==> config.mk <==
export PLATFORM = sky130hd
export DESIGN_NAME = tlv_header_parser_core_flat
export DESIGN_NICKNAME = d
export VERILOG_FILES = /design/src/sv/tlvhp_pkg.sv /design/src/sv/tlvhp_req_if.sv /design/src/sv/tlvhp_rsp_if.sv /design/src/sv/tlvhp_step.sv /design/src/sv/tlv_header_parser_core.sv /design/src/flat_wrapper.sv
export VERILOG_INCLUDE_DIRS = /design/src /design/src/sv
export SDC_FILE = /design/constraint.sdc
export NUM_CORES = 1
export LEC_CHECK = 0
export BUFFER_PORTS_ARGS = -buffer_cell sky130_fd_sc_hd__buf_4
export CAP_MARGIN = 20
export CORE_MARGIN = 2
export CORE_UTILIZATION = 45
export CTS_CLUSTER_SIZE = 24
export DETAILED_ROUTE_END_ITERATION = 7
export GPL_ROUTABILITY_DRIVEN = 0
export PLACE_DENSITY = 0.63
export SYNTH_ARGS = -nofsm -noshare
export SYNTH_HDL_FRONTEND = slang
export SYNTH_SLANG_ARGS = --single-unit
==> constraint.sdc <==
create_clock -name clock -period 14.4 [get_ports clock]
set_input_delay 0.72 -clock clock [delete_from_list [all_inputs] [get_ports clock]]
set_output_delay 0.72 -clock clock [all_outputs]
set_load 0.005 [all_outputs]
==> src/sv/assert_macros.svh <==
// Assertion macros shared by the RTL modules.
// No dependencies; compiled out when ASSERT_OFF is defined.
`ifndef ASSERT_MACROS_SVH
`define ASSERT_MACROS_SVH

`ifndef ASSERT_OFF

`define ASSERT_PROP(label, clk, rst, prop, msg) \
   label: assert property (@(posedge clk) disable iff (rst) (prop)) else $error(msg);

`define ASSERT_NEVER(label, clk, rst, cond, msg) \
   label: assert property (@(posedge clk) disable iff (rst) !(cond)) else $error(msg);

`else

`define ASSERT_PROP(label, clk, rst, prop, msg)

`define ASSERT_NEVER(label, clk, rst, cond, msg)

`endif

`endif

==> src/sv/tlvhp_pkg.sv <==
// Shared types and constants for the TLV header parser.
// No dependencies.
package tlvhp_pkg;

   localparam logic [7:0] MARK_TWO   = 8'd253;
   localparam logic [7:0] MARK_FOUR  = 8'd254;
   localparam logic [7:0] MARK_EIGHT = 8'd255;

   localparam logic [2:0] EXT_TWO_BYTES  = 3'd2;
   localparam logic [2:0] EXT_FOUR_BYTES = 3'd4;

   localparam logic [3:0] COUNT_MAX = 4'd15;
   localparam logic [3:0] HDR_MAX   = 4'd10;

   typedef enum logic [1:0] {
      ST_OK    = 2'd0,
      ST_TRUNC = 2'd1,
      ST_UNSUP = 2'd2
   } status_type;

   typedef enum logic [3:0] {
      PH_TYPE_FIRST = 4'b0001,
      PH_TYPE_EXT   = 4'b0010,
      PH_LEN_FIRST  = 4'b0100,
      PH_LEN_EXT    = 4'b1000
   } phase_type;

   typedef struct packed {
      phase_type   phase;
      logic [2:0]  bytes_left;
      logic [31:0] accumulator;
      logic [31:0] saved_type;
      logic [3:0]  consumed;
   } state_type;

   typedef struct packed {
      status_type  status;
      logic [31:0] tlv_type;
      logic [31:0] value_length;
      logic [3:0]  header_bytes;
   } result_type;

   localparam state_type STATE_IDLE = '{
      phase:       PH_TYPE_FIRST,
      bytes_left:  3'd0,
      accumulator: 32'd0,
      saved_type:  32'd0,
      consumed:    4'd0
   };

endpackage

==> src/sv/tlvhp_req_if.sv <==
// Byte input channel of the TLV header parser: valid/ready plus payload.
// No dependencies.
interface tlvhp_req_if;
   logic       valid;
   logic       ready;
   logic [7:0] data_byte;
   logic       end_of_buffer;

   modport source (output valid, output data_byte, output end_of_buffer, input ready);
   modport sink   (input valid, input data_byte, input end_of_buffer, output ready);
endinterface

==> src/sv/tlvhp_rsp_if.sv <==
// Result channel of the TLV header parser: valid/ready plus decoded header.
// No dependencies.
interface tlvhp_rsp_if;
   logic        valid;
   logic        ready;
   logic [1:0]  status;
   logic [31:0] tlv_type;
   logic [31:0] value_length;
   logic [3:0]  header_bytes;

   modport source (output valid, output status, output tlv_type, output value_length,
                   output header_bytes, input ready);
   modport sink   (input valid, input status, input tlv_type, input value_length,
                   input header_bytes, output ready);
endinterface

==> src/sv/tlvhp_step.sv <==
// Per-byte decode step: current parser state and one byte in, next state
// and an optional result out. Depends on tlvhp_pkg.
module tlvhp_step (
   input  tlvhp_pkg::state_type  state,
   input  logic [7:0]            data_byte,
   input  logic                  end_of_buffer,
   output tlvhp_pkg::state_type  state_next,
   output logic                  result_valid,
   output tlvhp_pkg::result_type result
);
   import tlvhp_pkg::*;

   logic [3:0]  count;
   logic [31:0] shifted;
   logic [2:0]  left_dec;
   logic [31:0] done_value;
   logic        number_done;
   logic        in_type;

   assign count    = (state.consumed < COUNT_MAX) ? state.consumed + 4'd1 : state.consumed;
   assign shifted  = {state.accumulator[23:0], data_byte};
   assign left_dec = (state.bytes_left != 3'd0) ? state.bytes_left - 3'd1 : 3'd0;
   assign in_type  = (state.phase == PH_TYPE_FIRST) || (state.phase == PH_TYPE_EXT);

   always_comb begin
      state_next          = state;
      state_next.consumed = count;
      result_valid        = 1'b0;
      result              = '{status: ST_OK, tlv_type: 32'd0, value_length: 32'd0,
                              header_bytes: count};
      number_done         = 1'b0;
      done_value          = shifted;

      unique case (state.phase)
         PH_TYPE_FIRST, PH_LEN_FIRST: begin
            if (data_byte < MARK_TWO) begin
               number_done = 1'b1;
               done_value  = {24'd0, data_byte};
            end else if (data_byte == MARK_EIGHT) begin
               result_valid  = 1'b1;
               result.status = ST_UNSUP;
            end else begin
               state_next.bytes_left  = (data_byte == MARK_TWO) ? EXT_TWO_BYTES
                                                                : EXT_FOUR_BYTES;
               state_next.accumulator = 32'd0;
               state_next.phase       = (state.phase == PH_TYPE_FIRST) ? PH_TYPE_EXT
                                                                       : PH_LEN_EXT;
               if (end_of_buffer) begin
                  result_valid  = 1'b1;
                  result.status = ST_TRUNC;
               end
            end
         end
         PH_TYPE_EXT, PH_LEN_EXT: begin
            state_next.accumulator = shifted;
            state_next.bytes_left  = left_dec;
            if (left_dec == 3'd0) begin
               number_done = 1'b1;
            end else if (end_of_buffer) begin
               result_valid  = 1'b1;
               result.status = ST_TRUNC;
            end
         end
         default: begin
            result_valid  = 1'b1;
            result.status = ST_TRUNC;
         end
      endcase

      if (number_done) begin
         if (in_type) begin
            // type complete: keep it, move on to the length number
            state_next.saved_type  = done_value;
            state_next.phase       = PH_LEN_FIRST;
            state_next.accumulator = 32'd0;
            state_next.bytes_left  = 3'd0;
            if (end_of_buffer) begin
               result_valid  = 1'b1;
               result.status = ST_TRUNC;
            end
         end else begin
            result_valid        = 1'b1;
            result.status       = ST_OK;
            result.tlv_type     = state.saved_type;
            result.value_length = done_value;
         end
      end

      if (result_valid) begin
         state_next = STATE_IDLE;
      end
   end

endmodule

==> src/sv/tlv_header_parser_core.sv <==
// TLV header parser top level: state registers, result register, handshakes.
// Depends on tlvhp_pkg, tlvhp_req_if, tlvhp_rsp_if, tlvhp_step, assert_macros.svh.
//
// Usage:
//   req_chan carries packet bytes, one per transfer, with end_of_buffer set
//   on the last byte available. rsp_chan carries one transfer per header:
//   status (ok, truncated, unsupported 8-byte marker), tlv_type,
//   value_length and header_bytes (1..10, counting the byte that ended it).
//   Bytes that do not end a header give no transfer on rsp_chan.
// Timing:
//   One byte per cycle while rsp_chan is not stalled. A byte is decoded in
//   the cycle it is taken; the result appears on rsp_chan in the next cycle.
//   The parser state updates on every input transfer, so back-to-back bytes
//   never stall while the result register is free or being drained.
// Stalls:
//   The result register holds while rsp_chan.ready is low; req_chan.ready
//   then drops until the pending result is taken (same cycle is fine).
// Reset:
//   reset (synchronous, active high) returns the parser to waiting for the
//   first type byte of a header and empties the result register.
module tlv_header_parser_core (
   input  logic               clock,
   input  logic               reset,
   tlvhp_req_if.sink          req_chan,
   tlvhp_rsp_if.source        rsp_chan
);
   import tlvhp_pkg::*;

   `include "assert_macros.svh"

   state_type  state_ff;
   state_type  state_in;
   state_type  step_next;
   result_type result_ff;
   result_type result_in;
   result_type step_result;
   logic       step_valid;
   logic       rsp_valid_ff;
   logic       rsp_valid_in;
   logic       req_fire;
   logic       out_free;

   // Output register is free when empty or draining this cycle.
   assign out_free       = !rsp_valid_ff || rsp_chan.ready;
   assign req_chan.ready = out_free;
   assign req_fire       = req_chan.valid && out_free;

   tlvhp_step u_step (
      .state         (state_ff),
      .data_byte     (req_chan.data_byte),
      .end_of_buffer (req_chan.end_of_buffer),
      .state_next    (step_next),
      .result_valid  (step_valid),
      .result        (step_result)
   );

   always_comb begin
      state_in     = req_fire ? step_next : state_ff;
      result_in    = result_ff;
      rsp_valid_in = rsp_valid_ff;
      if (rsp_valid_ff && rsp_chan.ready) begin
         rsp_valid_in = 1'b0;
      end
      if (req_fire && step_valid) begin
         result_in    = step_result;
         rsp_valid_in = 1'b1;
      end
   end

   always_ff @(posedge clock) begin
      if (reset) begin
         state_ff     <= STATE_IDLE;
         rsp_valid_ff <= 1'b0;
      end else begin
         state_ff     <= state_in;
         rsp_valid_ff <= rsp_valid_in;
      end
   end

   // payload only, no reset
   always_ff @(posedge clock) begin
      result_ff <= result_in;
   end

   assign rsp_chan.valid        = rsp_valid_ff;
   assign rsp_chan.status       = result_ff.status;
   assign rsp_chan.tlv_type     = result_ff.tlv_type;
   assign rsp_chan.value_length = result_ff.value_length;
   assign rsp_chan.header_bytes = result_ff.header_bytes;

   // Header length is bounded: 1+4 type bytes plus 1+4 length bytes.
   `ASSERT_PROP(a_hdr_len, clock, reset,
      rsp_valid_ff |-> (result_ff.header_bytes != 4'd0 && result_ff.header_bytes <= HDR_MAX),
      "header_bytes out of range")
   // Error results carry zero numbers.
   `ASSERT_PROP(a_err_zero, clock, reset,
      (rsp_valid_ff && result_ff.status != ST_OK) |->
         (result_ff.tlv_type == 32'd0 && result_ff.value_length == 32'd0),
      "error result with nonzero fields")
   // Every emitted result returns the parser to idle.
   `ASSERT_PROP(a_idle_after, clock, reset,
      (req_fire && step_valid) |=>
         (state_ff.phase == PH_TYPE_FIRST && state_ff.consumed == 4'd0),
      "parser not idle after result")
   // A result is never overwritten before it is taken.
   `ASSERT_NEVER(a_no_overrun, clock, reset,
      req_fire && rsp_valid_ff && !rsp_chan.ready,
      "input accepted while result register full")

endmodule
==> src/flat_wrapper.sv <==
// flat-port wrapper written by rule: the top's interface ports become plain ports
module tlv_header_parser_core_flat import tlvhp_pkg::*;
  (clock, reset, req_chan_valid, req_chan_data_byte, req_chan_end_of_buffer, req_chan_ready, rsp_chan_valid, rsp_chan_status, rsp_chan_tlv_type, rsp_chan_value_length, rsp_chan_header_bytes, rsp_chan_ready);
  tlvhp_req_if req_chan_i ();
  tlvhp_rsp_if rsp_chan_i ();
  input  logic clock;
  input  logic reset;
  input wire logic [$bits(req_chan_i.valid)-1:0] req_chan_valid;
  input wire logic [$bits(req_chan_i.data_byte)-1:0] req_chan_data_byte;
  input wire logic [$bits(req_chan_i.end_of_buffer)-1:0] req_chan_end_of_buffer;
  output wire logic [$bits(req_chan_i.ready)-1:0] req_chan_ready;
  output wire logic [$bits(rsp_chan_i.valid)-1:0] rsp_chan_valid;
  output wire logic [$bits(rsp_chan_i.status)-1:0] rsp_chan_status;
  output wire logic [$bits(rsp_chan_i.tlv_type)-1:0] rsp_chan_tlv_type;
  output wire logic [$bits(rsp_chan_i.value_length)-1:0] rsp_chan_value_length;
  output wire logic [$bits(rsp_chan_i.header_bytes)-1:0] rsp_chan_header_bytes;
  input wire logic [$bits(rsp_chan_i.ready)-1:0] rsp_chan_ready;
  assign req_chan_i.valid = req_chan_valid;
  assign req_chan_i.data_byte = req_chan_data_byte;
  assign req_chan_i.end_of_buffer = req_chan_end_of_buffer;
  assign req_chan_ready = req_chan_i.ready;
  assign rsp_chan_valid = rsp_chan_i.valid;
  assign rsp_chan_status = rsp_chan_i.status;
  assign rsp_chan_tlv_type = rsp_chan_i.tlv_type;
  assign rsp_chan_value_length = rsp_chan_i.value_length;
  assign rsp_chan_header_bytes = rsp_chan_i.header_bytes;
  assign rsp_chan_i.ready = rsp_chan_ready;
  tlv_header_parser_core u_core (.clock(clock), .reset(reset), .req_chan(req_chan_i), .rsp_chan(rsp_chan_i));
endmodule
-- Word-level counts from Yosys, hierarchy flattened
Index checks and enable logic that the tools add are counted.
- flip-flop bits (word level): 146
- latch bits: 0
- bits in writable memories: 0
- ROM bits: 0
- bits of input ports: 13
- output and inout bits: 72
- logic and storage cells: 71
- memories: 0
- add/sub/neg operators: 2
- multipliers: 0
- divide/modulo/power cells: 0
- order comparisons: 2
- equality and inequality tests: 6
- shift-type cells: 0
- multiplexer cells: 35
- bitwise operators: 1
- reductions and logical operators: 15
- operators with widths (operator ; number):
    71-bit 2-to-1 mux ; 2
    39-bit 2-to-1 mux ; 2
    75-bit 2-to-1 mux ; 1
    35-bit case mux with 2 select lines ; 1
    66-bit 2-to-1 mux ; 1
    32-bit 2-to-1 mux ; 2
    64-bit 2-to-1 mux ; 1
    8-bit == test (second input constant) ; 2
    1-bit 2-to-1 mux ; 12
    4-bit 2-to-1 mux ; 3
    2-bit 2-to-1 mux ; 5
    8-bit < comparator (second input constant) ; 1
    3-bit 2-to-1 mux ; 2
    2-bit nonzero test ; 3
    2-bit OR reduction ; 3
    4-bit by 1-bit adder with 4-bit output (second input constant) ; 1
    4-bit by 1-bit == test with 1-bit output (second input constant) ; 1
    4-bit by 2-bit == test with 1-bit output (second input constant) ; 1
    4-bit by 3-bit == test with 1-bit output (second input constant) ; 1
    4-bit == test (second input constant) ; 1
    4-bit < comparator (second input constant) ; 1
    1-bit case mux with 2 select lines ; 2
    2-bit case mux with 2 select lines ; 1
    1-bit logical AND ; 3
    7 further kinds ; 8

-- Longest topological paths before layout
Gate-level depths: netlist (run 1).
- word-level depth: 10
- gate-level depth with buffers: 8
- gate-level depth less buffers: 6

-- By module
A second synthesis (run 1) with hierarchy kept.
- cells, all modules: 759
- area, all modules: 7437.1 um^2
- by module, submodules not included (module ; instances ; cells each ; area an instance (um^2) ; seq. area each (um^2)):
    tlv_header_parser_core ; 1 ; 417 ; 5561.6 ; 3623.5
    tlvhp_step ; 1 ; 342 ; 1875.5 ; 0.0

-- Worst setup path after synthesis (run 1)
OpenSTA, ideal clock, no wires.
- path type: input port to flip-flop
- start point: input req_chan_data_byte[5]
- end point: register u_core.result_ff, in the netlist u_core.rsp_chan.header_bytes[0] (enable)
- library setup time: 0.500 ns
- arrival time: 4.579 ns
- required time: 13.900 ns
- slack: 9.321 ns
- stages on the path: 5
- path buffers: 0
- cells stage by stage: nand4_1 -> nor4b_1 -> a221oi_2 -> o21a_1 -> nor2_1
- longest elaborated chain between the ends: 8
- elaborated cells on any way between the ends: 11
- classes of those cells: 1 x order compare; 1 x eq/ne; 8 x mux; 1 x reduce/logical
- ends and longest elaborated chain (what ; line ; RTL):
    from (decl) ; flat_wrapper.sv:9 ; input wire logic [$bits(req_chan_i.data_byte)-1:0] req_chan_data_byte;
    branches (longest 6 deep; another with 8-bit < comparator) ; - ;
    1-bit 2-to-1 mux * ; tlvhp_step.sv:70 ; if (number_done) begin
    1-bit logical AND * ; tlv_header_parser_core.sv:64 ; if (req_fire && step_valid) begin
    to (signal assigned) ; tlv_header_parser_core.sv:82 ; result_ff <= result_in;
    to (decl) ; tlv_header_parser_core.sv:34 ; result_type result_ff;
Mark *: on every way between the ends.
A chain may end at the register's enable or synchronous reset.

-- Final worst setup path (run 1)
- start point: register u_core.state_ff[71] (netlist name)
- end point: register u_core.result_ff, in the netlist u_core.rsp_chan.status[0] (enable)
- longest elaborated chain between the ends: 7
- elaborated cells on any way between the ends: 13
- classes of those cells: 4 x eq/ne; 5 x mux; 4 x reduce/logical
- ends and longest elaborated chain (what ; line ; RTL):
    from (decl) ; tlv_header_parser_core.sv:31 ; state_type state_ff;
    from (signal assigned) ; tlv_header_parser_core.sv:75 ; state_ff <= state_in;
    4-bit by 2-bit == test with 1-bit output, or another cell as far along ; tlvhp_step.sv:23, tlvhp_step.sv:34 ;
    2-bit OR reduction ; tlvhp_step.sv:34 ; unique case (state.phase)
    1-bit case mux with 2 select lines ; tlvhp_step.sv:34 ;
    1-bit 2-to-1 mux ; tlvhp_step.sv:77 ; if (end_of_buffer) begin
    1-bit 2-to-1 mux ; tlvhp_step.sv:71 ; if (in_type) begin
    1-bit 2-to-1 mux * ; tlvhp_step.sv:70 ;
    1-bit logical AND * ; tlv_header_parser_core.sv:64 ;
Every way passes the cells marked *; elsewhere a longest branch is shown, timed or not.

==> results of run 1 <==
## layer usage
layer | vias up | wire (µm) | GRT usage
met1 | 1556 | 4600 | 0.230
met5 | - | 0 | 0
met4 | 0 | 169 | 0.0867
li1 | 1593 | - | -
met2 | 85 | 5000 | 0.274
met3 | 14 | 481 | 0.0445
## Yosys cell counts, types with 2 or more instances
library cell / count
or4_1: 2
nand2b_1: 3
inv_1: 4
nor3_1: 7
a22o_1: 57
buf_2: 6
nand3_1: 7
clkbuf_1: 12
xnor2_1: 4
o31ai_1: 3
nor4b_1: 2
nand2_1: 16
and2_1: 65
or2_2: 3
a21oi_1: 11
o21ai_0: 4
ha_1: 3
o21a_1: 2
buf_4: 3
edfxtp_1: 70
nor2_1: 14
dfxtp_1: 68
## how the worst max path moves through the flow
stage                          startpoint                               to  slack [ns]
floorplan           req_chan_data_byte[5]  u_core.rsp_chan.header_bytes[0]        9.32
global placement    req_chan_data_byte[5]      u_core.rsp_chan.tlv_type[2]       10.81
detailed placement  req_chan_data_byte[3]      u_core.rsp_chan.tlv_type[2]       10.72
CTS                   u_core.state_ff[71]        u_core.rsp_chan.status[0]       11.02
global route          u_core.state_ff[71]  u_core.rsp_chan.value_length[0]       10.75
finish                u_core.state_ff[71]        u_core.rsp_chan.status[0]       11.06
## sequential cells by signal, indices dropped and copies added (netlist names)
signal and count:
u_core.rsp_chan.header_bytes 4, u_core.state_ff 67, u_core.rsp_chan.valid 1, u_core.rsp_chan.status 2, u_core.rsp_chan.value_length 32, u_core.rsp_chan.tlv_type 32
## power by group through the flow
stage	registers, mW	clock network (mW)	logic, mW
floorplan	0.473	0	0.0457
global placement	0.469	0	0.105
detailed placement	0.470	0	0.106
CTS	0.462	0.486	0.107
global route	0.465	0.504	0.115
finish	0.462	0.478	0.105
## layout by cell type, fill, tap and decap left out, types with 4 or more instances in the layout
cell	instances
and2_1	65
bufinv_16	5
o21ai_0	4
edfxtp_1	70
nor3_1	7
a21oi_1	11
nand2_1	16
dfxtp_1	68
nor2_1	12
nand3_1	7
clkbuf_16	17
xnor2_1	4
inv_1	4
a22o_1	57
buf_4	89
## logic make-up after synthesis
family,after synthesis,synth area share
compound gates,83,0.132
xor+xnor,5,0.00859
fa+ha+maj,3,0.00737
buf+inv,26,0.0228
flops,138,0.680
mux,1,0.00221
simple gates,129,0.147
## area by class of cell
class / instances / area [µm²] / area share
flip-flops and latches: 138 / 3460 / 0.529
multi-input cells: 221 / 1550 / 0.237
repair buffers: 90 / 683 / 0.104
clock buffers: 21 / 470 / 0.0718
clock inverters: 11 / 190 / 0.0290
well taps: 140 / 175 / 0.0267
inverters: 4 / 15.0 / 0.00229
## metrics by stage
step / hold slack [ns] / worst slack (ns) / util / total power, mW / cells
finish: 0.469 / 11.06 / 0.599 / 1.04 / 625
global route: 0.488 / 10.75 / 0.599 / 1.08 / 625
CTS: 0.474 / 11.02 / 0.597 / 1.05 / 624
detailed placement: 0.457 / 10.72 / 0.537 / 0.577 / 592
global placement: 0.453 / 10.81 / 0.537 / 0.575 / 592
floorplan: 0.440 / 9.32 / - / 0.519 / 385
==> out/metrics.cfg, run 1 <==
[global_route]
grt_pass1_vias = 3249
track_usage = 0.176
antenna_found_initial = 0
overflow = 0
grt_pass1_wl_um = 16900
grt_max_degree = 39

[clock_network]
cts_buffers = 17
cts.clk_slew.worst_paths_ns = 0.06
clock_sinks = 138
ctsResizeCount = 0
cts_buffer_depth = 2
post-cts-setup-buffers = 0
postCtsHoldBufs = 0
worstSkewPairLatency_ns = 0.41
cts_root_buffer = clkbuf_16
cts_tree = built
htreeDepth = 4

[die]
coreArea_um2 = 10900
fp.dieW_um = 110
initial_core_util = 0.466
die_h_um = 110
fp.dieArea_um2 = 12200
rows = 38
io_pins = 85

[outcome]
status = complete, no violations

[synth]
ys_ff_latch = 138
postSynthAreaPerCell_um2 = 13.2
synth_top_area_frac = 0.413
synthCells = 385
syn-num-nets = 401
ys_warn_count = 0
synthesis.area_um2 = 5090
async_reset_ff_frac = 0
synth.area.top_cells = edfxtp_1, dfxtp_1, a22o_1, and2_1, nand2_1
synth_top_cell_by_area = edfxtp_1
seq_area_frac_synth = 0.680
synth.distinct_cells = 41
synth_edf_count = 70
yosys_most_used_dff = edfxtp_1

[setup_path]
path_depth = 6
required_ns = 14.45
reg2reg_to = u_core.rsp_chan.status[0]
r2r_start = u_core.state_ff[71]
critPathTopFamily = simple AND/OR/NAND/NOR gates
crit_path_start_kind = register
crit_type = reg -> reg
rrSetupSlack_ns = 11.06
cpPeakStageDelay_ns = 0.75
ff2ff_path_depth = 6
crit_arrival_ns = 3.39
path_max_fanout = 38
crit_slowest_cell = nor2_4
cp_cell_sequence = xnor2_1, nor4b_1, a221oi_2, o21a_1, nor2_4, buf_4
cp-end-kind = register
path_buf_inv = 1

[routing]
drt_iter0_drc = 152
drc_errors = 0
vias = 3248
avgViaCountPerCell = 5.20
drt-total-wl_um = 10200
drt_pass1_iterations = 4
final_antenna_net_count = 0
post_drt_wl_per_cell_um = 16.4

[final_layout]
drive_gt1_frac = 0.276
layout.nets = 488
num_antenna_cells = 0
final_area_um2 = 6550
fillers = 910
flow.area_growth_from_synthesis_pct = 28.5

[timing]
skew_ns = 0.00630
setup_tns_ns = 0
hold_violations = 0
rsz0062_at_grt = no
fmax_mhz = 299
fin_crit_sh = 0.232
min_period_ns = 3.34
slew_headroom = 0.255
worstMarginPinSlew_ns = 1.11
drv_slew = 0
finalSetupViolations = 0

[power]
switchingPower_mw = 0.227
seqPwrFrac = 0.442
power.leakage_nw = 2.55
combPwrFrac = 0.100
sw_frac_of_total = 0.217
powerDensity_nw_per_um2 = 160
p_int_mw = 0.818
clkPwrFrac = 0.458
ir_drop_mv = 0.0732

[placed_design]
portBuffers = 84
dpl_cell_area_um2 = 5870
hpwl_um = 6540

[hold_path]
min_path_type = reg -> reg
min_path_cells = 1
holdPathEnd = u_core.state_ff[31]
min_from = u_core.state_ff[31]

[flow_run]
drv_cap = 0

Note: power is estimated with default switching activity, not from simulation.
==> inputs of run 2 (changes only) <==
clock period = 3.2 ns   (was 14.4 ns; I/O delays follow)
==> out/metrics.cfg, run 2 (same netlist as run 1, synthesis figures left out) <==
[outcome]
status = complete, no violations  ; unchanged

[setup_path]
crit_arrival_ns = 2.62  ; was 3.39 ns
crit_slowest_cell = nor4b_1  ; was nor2_4
crit_type = reg -> reg  ; unchanged
path_buf_inv = 1  ; unchanged
cpPeakStageDelay_ns = 0.57  ; was 0.75 ns
cp-end-kind = register  ; unchanged
cp_cell_sequence = xnor2_1, nor4b_1, a221oi_2, o21a_1, nor2_4, buf_4  ; unchanged
path_max_fanout = 37  ; was 38
crit_path_start_kind = register  ; unchanged
required_ns = 3.25  ; was 14.45 ns
critPathTopFamily = simple AND/OR/NAND/NOR gates  ; unchanged

[hold_path]
min_path_type = in -> reg  ; was reg -> reg

[power]
ir_drop_mv = 0.338  ; was 0.0732 mV
power.leakage_nw = 2.52  ; was 2.55 nW
total_power_mw = 4.35  ; was 1.04 mW
powerDensity_nw_per_um2 = 670  ; was 160 nW/µm²

[timing]
worstMarginPinSlew_ns = 0.604  ; was 1.11 ns
setup_tns_ns = 0  ; unchanged
skew_ns = 0.00939  ; was 0.00630 ns
layout_setup_ws_ns = 0.626  ; was 11.06 ns
rsz0062_at_grt = no  ; unchanged
hold_violations = 0  ; unchanged
hold_slack_ns = 0.00748  ; was 0.469 ns
drv_slew = 0  ; unchanged
fmax_mhz = 388  ; was 299 MHz
slew_headroom = 0.592  ; was 0.255
fin_crit_sh = 0.804  ; was 0.232
finalSetupViolations = 0  ; unchanged
min_period_ns = 2.57  ; was 3.34 ns

[die]
initial_core_util = 0.466  ; unchanged
io_pins = 85  ; unchanged
rows = 38  ; unchanged
fp.dieW_um = 110  ; unchanged
coreArea_um2 = 10900  ; unchanged
die_h_um = 110  ; unchanged
fp.dieArea_um2 = 12200  ; unchanged

[routing]
avgViaCountPerCell = 5.27  ; was 5.20
post_drt_wl_per_cell_um = 16.2  ; was 16.4 µm
vias = 3329  ; was 3,248
drt_iter0_drc = 174  ; was 152
drt-total-wl_um = 10300  ; was 10,200 µm
final_antenna_net_count = 0  ; unchanged
drt_pass1_iterations = 4  ; unchanged
drc_errors = 0  ; unchanged

[final_layout]
fillers = 929  ; was 910
flow.area_growth_from_synthesis_pct = 27.5  ; was 28.5%
mostFrequentLayoutCell = buf_4  ; unchanged
drive_gt1_frac = 0.280  ; was 0.276
final_area_um2 = 6490  ; was 6550 µm²
num_antenna_cells = 0  ; unchanged
regMostFlops = u_core.state_ff  ; unchanged
most-common-layout-cells = buf_4, edfxtp_1, dfxtp_1  ; unchanged
largest_reg_flops = 67  ; unchanged
layout.nets = 496  ; was 488

[flow_run]
drv_cap = 0  ; unchanged

[placed_design]
dpl_cell_area_um2 = 5920  ; was 5870 µm²
hpwl_um = 6670  ; was 6540 µm
portBuffers = 84  ; unchanged
post-place-ws_ns = 0.675  ; was 10.72 ns

[clock_network]
cts_buffers = 17  ; unchanged
worstSkewPairLatency_ns = 0.41  ; about the same
cts_tree = built  ; unchanged
cts.clk_slew.worst_paths_ns = 0.06  ; about the same
clock_sinks = 138  ; unchanged
htreeDepth = 4  ; unchanged
ctsResizeCount = 0  ; unchanged
post-cts-setup-buffers = 0  ; unchanged
cts_buffer_depth = 2  ; unchanged
cts_root_buffer = clkbuf_16  ; unchanged

[global_route]
track_usage = 0.175  ; was 0.176
grt_pass1_vias = 3333  ; was 3,249
overflow = 0  ; unchanged
antenna_found_initial = 0  ; unchanged
grt-busiest-layer = met2  ; unchanged
grt_pass1_wl_um = 17000  ; was 16,900 µm
met1_usage = 0.229  ; was 0.230
grtUsageMet3 = 0.0598  ; was 0.0445
grt_util_met2 = 0.274  ; about the same
grt_max_degree = 38  ; was 39

==> run 2: cell type report <==
type | instances | area (µm²) | share of cell area
clock inverter | 11 | 100 | 0.0154
inverter | 4 | 15.0 | 0.00231
clock buffer | 20 | 447 | 0.0688
multi-input combinational | 221 | 1550 | 0.239
tap | 140 | 175 | 0.0270
sequential | 138 | 3460 | 0.533
timing repair buffer | 98 | 743 | 0.114
==> run 2: path summary, 6_finish.rpt <==
kind | start | end | slack, ns | cells past startpoint
min | req_chan_data_byte[5] | u_core.state_ff[41] | 0.007 | 2
max | u_core.state_ff[71] | u_core.rsp_chan.value_length[19] | 0.63 | 6
max reg2reg | u_core.state_ff[71] | u_core.rsp_chan.value_length[19] | 0.63 | 6
min reg2reg | u_core.state_ff[19] | u_core.state_ff[19] | 0.47 | 1
==> run 2: what timing repair did <==
item                                   4_1_cts  5_1_grt
setup endpoints to repair                    0        0
hold buffers                                 3        0
endpoints found under the hold margin        4        0
==> run 2: per-layer routing <==
metal	up-vias	routed length [µm]
met5	-	0
li1	1610	-
met3	7	438
met1	1642	4860
met2	70	4900
met4	0	70
==> run 2: per-stage QoR <==
step	instances	util
floorplan	385	-
global placement	598	0.541
detailed placement	598	0.541
CTS	632	0.594
global route	632	0.594
finish	632	0.594
==> run 2: report_power, final <==
part | internal [mW] | switching, mW
clock network | 1.08 | 0.705
registers | 2.03 | 0.0491
logic | 0.222 | 0.270
